`config.mk`:
```
export PLATFORM = sky130hd
export DESIGN_NAME = lstmpw_tanh
export DESIGN_NICKNAME = d
export VERILOG_FILES = /design/src/hdl/lstm_cell_forward_pointwise_unit_defines.svh /design/src/hdl/lstmpw_pkg.sv /design/src/hdl/lstmpw_tanh.sv
export SDC_FILE = /design/constraint.sdc
export NUM_CORES = 1
export LEC_CHECK = 0
export BUFFER_PORTS_ARGS = -buffer_cell sky130_fd_sc_hd__clkbuf_2
export CAP_MARGIN = 40
export CORE_MARGIN = 3
export CORE_UTILIZATION = 45
export DETAILED_ROUTE_END_ITERATION = 8
export PLACE_DENSITY_LB_ADDON = 0.15
export SYNTH_ARGS = -nofsm -noshare
export SYNTH_HDL_FRONTEND = slang
export SYNTH_SLANG_ARGS = --single-unit
```
`constraint.sdc`:
```
create_clock -name vclk -period 45.5
set_input_delay 4.55 -clock vclk [all_inputs]
set_output_delay 4.55 -clock vclk [all_outputs]
set_load 0.01 [all_outputs]
```
`src/hdl/lstm_cell_forward_pointwise_unit_defines.svh`:
```
// Assertion macros shared by the pointwise unit
`ifndef LSTM_CELL_FORWARD_POINTWISE_UNIT_DEFINES_SVH
`define LSTM_CELL_FORWARD_POINTWISE_UNIT_DEFINES_SVH

// Check an expression at every edge outside reset
`define LSTMPW_ASSERT_ALWAYS(lbl, expr, msg) \
	lbl: assert property (@(posedge clk) disable iff (!arst_n) (expr)) else $error(msg);

// Check a consequence in the cycle after its cause
`define LSTMPW_ASSERT_NEXT(lbl, ante, cons, msg) \
	lbl: assert property (@(posedge clk) disable iff (!arst_n) (ante) |=> (cons)) else $error(msg);

`endif

```
`src/hdl/lstmpw_pkg.sv`:
```
package lstmpw_pkg;

	localparam logic [15:0] ONE_Q15 = 16'd32768;

	// Gates and mask carried alongside the datapath
	typedef struct packed {
		logic [15:0] ig;
		logic [15:0] fg;
		logic [15:0] og;
		logic [15:0] m;
	} gates_t;

	// tanh(k/4) in Q1.15, k = 0..32
	function automatic logic [15:0] tanh_rom(input logic [5:0] k);
		logic [15:0] v;
		case (k)
			6'd0: v = 16'd0;
			6'd1: v = 16'd8025;
			6'd2: v = 16'd15143;
			6'd3: v = 16'd20813;
			6'd4: v = 16'd24956;
			6'd5: v = 16'd27797;
			6'd6: v = 16'd29660;
			6'd7: v = 16'd30847;
			6'd8: v = 16'd31589;
			6'd9: v = 16'd32048;
			6'd10: v = 16'd32329;
			6'd11: v = 16'd32501;
			6'd12: v = 16'd32606;
			6'd13: v = 16'd32670;
			6'd14: v = 16'd32708;
			6'd15: v = 16'd32732;
			6'd16: v = 16'd32746;
			6'd17: v = 16'd32755;
			6'd18: v = 16'd32760;
			6'd19: v = 16'd32763;
			6'd20: v = 16'd32765;
			6'd21: v = 16'd32766;
			6'd22: v = 16'd32767;
			6'd23: v = 16'd32767;
			default: v = ONE_Q15;
		endcase
		return v;
	endfunction

	// sigmoid from tanh(x/2): (1 + t + 1 lsb) / 2
	function automatic logic [15:0] sigmoid_q15(input logic signed [16:0] t);
		logic signed [17:0] s;
		s = 18'sd32769 + 18'(t);
		return s[16:1];
	endfunction

endpackage

```
`src/hdl/lstmpw_tanh.sv`:
```
// Table tanh with linear interpolation; half selects tanh(x/2)
module lstmpw_tanh
	import lstmpw_pkg::*;
(
	input  logic signed [15:0] x,
	input  logic               half,
	output logic signed [16:0] y
);

	logic        neg;
	logic [16:0] a;
	logic [7:0]  idx;
	logic [9:0]  ff;
	logic [15:0] t0;
	logic [15:0] t1;
	logic [15:0] d;
	logic [23:0] prod;
	logic [23:0] rnd;
	logic [16:0] mag;

	// Split magnitude into table index and fraction
	always_comb begin
		neg = x[15];
		a = neg ? 17'(-$signed({x[15], x})) : {1'b0, x};
		idx = half ? {1'b0, a[16:10]} : a[16:9];
		ff = half ? a[9:0] : {1'b0, a[8:0]};
		t0 = tanh_rom({1'b0, idx[4:0]});
		t1 = tanh_rom({1'b0, idx[4:0]} + 6'd1);
		d = t1 - t0;
		prod = 24'(d) * 24'(ff);
		rnd = half ? ((prod + 24'd512) >> 10) : ((prod + 24'd256) >> 9);
		if (idx >= 8'd32) begin
			mag = 17'(ONE_Q15);
		end else begin
			mag = 17'(t0) + rnd[16:0];
		end
		y = neg ? -$signed(mag) : $signed(mag);
	end

endmodule

```
# Yosys cells after proc, flatten, opt, wreduce, memory -nomap -nowiden
# Memories as Yosys holds them, arrays and structs flattened.
# Cells that the tools add are included.
# op_classes
order_cmp	1
mul	1
n_addsub	7
n_mux	7
# ops
op	n
17-bit 2-to-1 mux	3
24-bit by 10-bit adder with 24-bit output, second input constant	1
24-bit by 9-bit adder with 24-bit output, second input constant	1
16-bit by 10-bit multiplier with 24-bit output	1
16-bit by 15-bit adder with 17-bit output	1
16-bit negator with 17-bit output	1
17-bit negator	1
16-bit 2-to-1 mux	1
16-bit subtractor	1
15-bit 2-to-1 mux	1
10-bit 2-to-1 mux	1
8-bit by 6-bit greater-or-equal comparator with 1-bit output, second input constant	1
8-bit 2-to-1 mux	1
5-bit by 1-bit adder with 6-bit output, second input constant	1
# word_totals
out_inout_bits	17
elab_cells	18
in_bits	17
memories	2
rom_bits	1024
regBits	0
# mem_list
memory	depth	word_bits	read_ports	rd_clocked_by_memory_dff	wr	line	text
(name not given)	32	16	1	0	0	lstmpw_pkg.sv:16	case (k)
(name not given)	32	16	1	0	0	lstmpw_pkg.sv:16	

# Logic depth before layout (Yosys ltp)
# Gate-level depths: netlist (run 1).
# An unclocked memory read counts as a cell.
# logic_depth
depth_word	14
ltp_mapped	61
ltp_nobuf	57

# Worst setup path after synthesis (run 1)
# No wires, ideal clock.
# synth_timing
path_type	input to output
from	input port x[0]
to	output port y[16]
cell_stages	54
required_ps	40950
arrival_ps	17296
slack_ps	23654
n_path_buf	4
path_cell_list	inv_1 -> ha_1 -> or4b_1 -> buf_2 -> o211ai_1 -> o21ai_1 -> a221o_1 -> buf_6 -> inv_2 -> ha_1 -> clkbuf_1 -> nand3_1 -> xnor2_1 -> clkbuf_1 -> nor2_1 -> o21a_1 -> fa_1 -> a21o_1 -> [18 not listed] -> and3_1 -> a311oi_1 -> o21ai_0 -> xor2_1 -> nor4b_4 -> and3_1 -> and3_1 -> xnor2_1 -> mux2i_1 -> ha_1 -> a2111oi_0 -> a21oi_1 -> a211oi_1 -> xor2_1 -> nor2_1 -> or4_1 -> o41ai_1 -> xor2_1
# synth_via
elab_chain_cells	14
elab_cells_between_ends	18
cone_classes	7 x add/sub; 1 x mul; 1 x order compare; 7 x mux; 2 x memory
# synth_rtl
item	line	text
start, declared	lstmpw_tanh.sv:5	input logic signed [15:0] x,
16-bit negator with 17-bit output	lstmpw_tanh.sv:24	a = neg ? 17'(-$signed({x[15], x})) : {1'b0, x};
17-bit 2-to-1 mux *	lstmpw_tanh.sv:24	
8-bit 2-to-1 mux	lstmpw_tanh.sv:25	idx = half ? {1'b0, a[16:10]} : a[16:9];
5-bit by 1-bit adder with 6-bit output	lstmpw_tanh.sv:28	t1 = tanh_rom({1'b0, idx[4:0]} + 6'd1);
memory 32 x 16 bit	--	
16-bit 2-to-1 mux	lstmpw_pkg.sv:16	
16-bit subtractor	lstmpw_tanh.sv:29	d = t1 - t0;
16-bit by 10-bit multiplier with 24-bit output	lstmpw_tanh.sv:30	prod = 24'(d) * 24'(ff);
24-bit by 9-bit adder with 24-bit output / 24-bit by 10-bit adder with 24-bit output (equally long branches)	lstmpw_tanh.sv:31	rnd = half ? ((prod + 24'd512) >> 10) : ((prod + 24'd256) >> 9);
15-bit 2-to-1 mux	lstmpw_tanh.sv:31	
16-bit by 15-bit adder with 17-bit output	lstmpw_tanh.sv:35	mag = 17'(t0) + rnd[16:0];
17-bit 2-to-1 mux *	lstmpw_tanh.sv:32	if (idx >= 8'd32) begin
17-bit negator	lstmpw_tanh.sv:37	y = neg ? -$signed(mag) : $signed(mag);
17-bit 2-to-1 mux *	lstmpw_tanh.sv:37	
end, declared	lstmpw_tanh.sv:7	output logic signed [16:0] y
# Mark *: on every way between the ends. The rest lies on a longest branch, timed or not.

# Final worst setup path (run 1)
# Same ends and word-level chain as after synthesis.

==> flow_summary.toml, run 1 <==
[status]
outcome = "completed"

[drt]
routed_via_density = 5.78
vias = 8642
drc = 0
antenna_left = 0
wl_per_cell_um = 17.2
routed_wl_mm = 25.7
dr.pass1.iters = 5
initialDrtViolationCount = 741

[setup_path]
worstPathMaxFanout = 22
crit_end = "y[16]"
end_kind = "output port"
critPathKind = "in -> out"
cp_slowest_stage_delay_ns = 0.69
start_kind = "primary input"
cp_num_buf_inv = 7
critPathLaunch = "x[0]"
cp.arrival_ns = 19.69
cp.required_ns = 40.95
cp_slowest_cell = "o2111a_1"
cp_top_family = "compound AO/OA/AOI/OAI gates"
crit_cells = 52

[sta]
max_freq_ghz = 0.0413
final_hold_viol_count = 0
max_slew.worst_pin.slew_ns = 0.953
tns_ns = 0
slew_viol_final = 0
fin_crit_sh_pct = 53.3
rsz0062_at_grt = "no"
post-route-min-period_ns = 24.24
setup_viol = 0
relSlewSlack_pct = 36.0

[grt]
grt_max_degree = 51
grt_pass1_vias = 8303
antenna_found_initial = 0
grt_pass1_wl_mm = 43.1
track_usage_pct = 23.7
grt-ovfl-total = 0

[floorplanning]
num_rows = 51
die_h_um = 148
start_util_pct = 46.2
dieArea_mm2 = 0.0218
core_area_mm2 = 0.0196
ioPinCount = 34
die_w_um = 148

[synthesis]
syn_avg_cell_area_um2 = 7.38
yosysUniqueCellTypes = 78
synth_area_mm2 = 0.00904
syn_nets = 1446
yosys_warnings = 0
seq_area_frac_synth_pct = 0
synthTopCellsByArea = "fa_1 24%, ha_1 13%, nand2_1 6.2%"
synth_cells = 1226
yosysTopAreaCellShare_pct = 24.4
synth_top_area_cell = "fa_1"
post-synth-top-count-cell = "nand2_1"
ys_top_cells_by_count = "150 x nand2_1, 147 x nor2_1, 138 x inv_1, 110 x fa_1, 93 x ha_1"

[place]
place.gp.congestion = 0.956
dp_hpwl_mm = 21.4
io_buffer_count = 34
dp.cells = 1493

[run]
maxCapViolations = 0

[layout]
final_net_count = 1452
fin_cells = 1495
regArea_um2 = 0
n_fill_cell = 1967
seq_cells = 0
insertedDiodeCount = 0
area_growth_pct = 4.91
drive_above_1_share_pct = 6.67
n_clock_buffer = 0

[min_path]
min_path_type = "in -> out"

[clocking]
hold_buffers = 0
post_cts_buffers = 0
cts-resized-gates = 0
==> worst min-delay path: stages <==
cell and delay [ns]:
clkbuf_2 0.14, xor2_1 0.10, o22ai_1 0.14, buf_4 0.24
nor2_1 0.07, clkbuf_2 0.11
==> stage by stage <==
| step | hold slack (ns) | worst slack [ns] | utilization (%) | area (um2) |
|---|---|---|---|---|
| after global routing | 9.97 | 20.12 | 48.4 | 9490 |
| after detailed placement | 9.90 | 21.50 | 48.3 | 9470 |
| after floorplan | 9.59 | 23.65 | - | 9040 |
| after global placement | 9.89 | 21.49 | 48.1 | 9420 |
| final | 9.91 | 21.26 | 48.4 | 9490 |
| after CTS | 9.91 | 21.43 | 48.3 | 9470 |
==> how the worst min path moves through the flow <==
| stage | startpoint | end | slack [ns] | cells after the start |
|---|---|---|---|---|
| floorplan | x[14] | y[8] | 9.59 | 5 |
| global placement | x[14] | y[3] | 9.89 | 6 |
| detailed placement | x[14] | y[7] | 9.90 | 6 |
| CTS | x[14] | y[7] | 9.91 | 6 |
| global route | x[14] | y[9] | 9.97 | 6 |
| finish | x[14] | y[3] | 9.91 | 6 |
==> logic make-up (layout without fill, tap and decap cells) <==
family                   after synthesis  after routing  synth area share (%)
AO/OA/AOI/OAI                        266            266                  19.8
XOR/XNOR                              87             87                  8.43
adder cells (fa/ha/maj)              203            203                  37.2
buffers and inverters                188            192                  8.15
multiplexers                          15             15                  1.74
AND/OR/NAND/NOR                      467            467                  24.7
==> placed cells by master (no fill, tap or decap), drive strengths merged, types with 6 or more instances in the layout <==
cell     instances
a2111oi          6
a211oi          12
a21o            22
a21oi           66
a31oi            7
and2            24
and3            14
buf             16
clkbuf          36
fa             110
ha              93
inv            140
mux2             6
mux2i            9
nand2          150
nand2b          11
nand3           19
nand4            6
nor2           149
nor2b           10
nor3            31
o211ai          11
o21a            17
o21ai           51
o31ai           11
or2              8
or3             12
or4              9
xnor2           53
xor2            34
==> layer usage <==
metal	track usage (%)	routed length (um)
met5	0	0
met4	3.77	465
met3	2.94	1510
met2	38.7	12000
met1	34.3	11700
==> final cells by class <==
class,instances,area (um2),share of cell area (%)
repair buffers,52,309,3.26
well taps,265,332,3.50
multi-input cells,1038,8320,87.7
inverters,140,526,5.54
Power of run 1 is not shown: default switching activity piles up to over one toggle a cycle in this logic, so the estimate is an artifact.
==> inputs of run 2 (changes only) <==
- clock period: 45.5 -> 19.7 ns (I/O delays scaled with it)
==> flow_summary.toml, run 2 (same netlist as run 1, synthesis figures left out) <==
[status]
outcome = "completed"

[floorplanning]
core_area_mm2 = 0.0196
start_util_pct = 46.2
ioPinCount = 34
dieArea_mm2 = 0.0218
die_h_um = 148
die_w_um = 148
num_rows = 51

[drt]
routed_via_density = 5.73
vias = 8562
drc = 0
wl_per_cell_um = 17.4
antenna_left = 0
dr.pass1.iters = 6
routed_wl_mm = 25.9
initialDrtViolationCount = 631

[setup_path]
cp_num_buf_inv = 9
cp_slowest_stage_delay_ns = 0.57
cp_slowest_cell = "or4b_1"
start_kind = "primary input"
cp_top_family = "adder cells"
end_kind = "output port"
cp.arrival_ns = 16.53
cp.required_ns = 17.73
worstPathMaxFanout = 18
critPathKind = "in -> out"

[grt]
grt_pass1_wl_mm = 43.2
grt_pass1_vias = 8369
grt_max_degree = 50
grt-ovfl-total = 0
track_usage_pct = 23.9
antenna_found_initial = 0

[sta]
rsz0062_at_grt = "no"
max_slew.worst_pin.slew_ns = 0.913
setup_viol = 0
tns_ns = 0
max_freq_ghz = 0.0541
relSlewSlack_pct = 38.9
final_hold_viol_count = 0
post-route-min-period_ns = 18.50
slew_viol_final = 0
fin_crit_sh_pct = 93.9

[layout]
regArea_um2 = 0
seq_cells = 0
mostFrequentLayoutCells = "150 x nand2_1, 147 x nor2_1, 138 x inv_1"
multi_input_area_mm2 = 0.00834
insertedDiodeCount = 0
n_clock_buffer = 0
mostFrequentLayoutCell = "nand2_1"
area_growth_pct = 5.04
final_net_count = 1451
n_fill_cell = 2061
drive_above_1_share_pct = 7.00

[place]
dp_hpwl_mm = 21.6
place.gp.congestion = 0.909
io_buffer_count = 34

[clocking]
hold_buffers = 0
post_cts_buffers = 0

[run]
maxCapViolations = 0

[min_path]
min_path_type = "in -> out"
-- run 2: changes by cell type in the layout (fill, tap and decap cells not counted), sizes merged --
cell	before	now
buf	16	17
clkbuf	36	34
-- run 2: final cells by class --
| type | instances | area share [%] |
|---|---|---|
| Inverter | 140 | 5.53 |
| Multi-Input combinational cell | 1038 | 87.8 |
| Tap cell | 265 | 3.49 |
| Timing Repair Buffer | 51 | 3.17 |
-- run 2: routing by layer --
metal  GRT usage (%)  part of all wire [%]
met4            4.52                   1.7
met3            1.53                   4.1
met5               0                     0
met2            38.8                    46
met1            35.4                    49
-- run 2: path summary, 6_finish.rpt --
path                  cells after the start  slack (ns)  startpoint     to
worst max-delay path                     55        1.20        x[0]  y[16]
worst min-delay path                      6        4.75       x[14]   y[9]
-- run 2: metrics by stage --
step	worst slack (ns)	hold WS [ns]	cells	util (%)	area (um2)
floorplan	3.01	4.43	1226	-	9040
global placement	1.26	4.75	1490	48.3	9450
detailed placement	0.804	4.74	1494	48.4	9490
CTS	0.776	4.75	1494	48.4	9490
global route	0.0282	4.84	1494	48.5	9500
finish	1.20	4.75	1494	48.5	9500
-- run 2: what timing repair did --
action | 4_1_cts | 5_1_grt
gates resized for setup | 0 | 4
endpoints found under the hold margin | 0 | 0
endpoints found under the setup margin | 0 | 3
Power of run 2 is left out for the same reason.
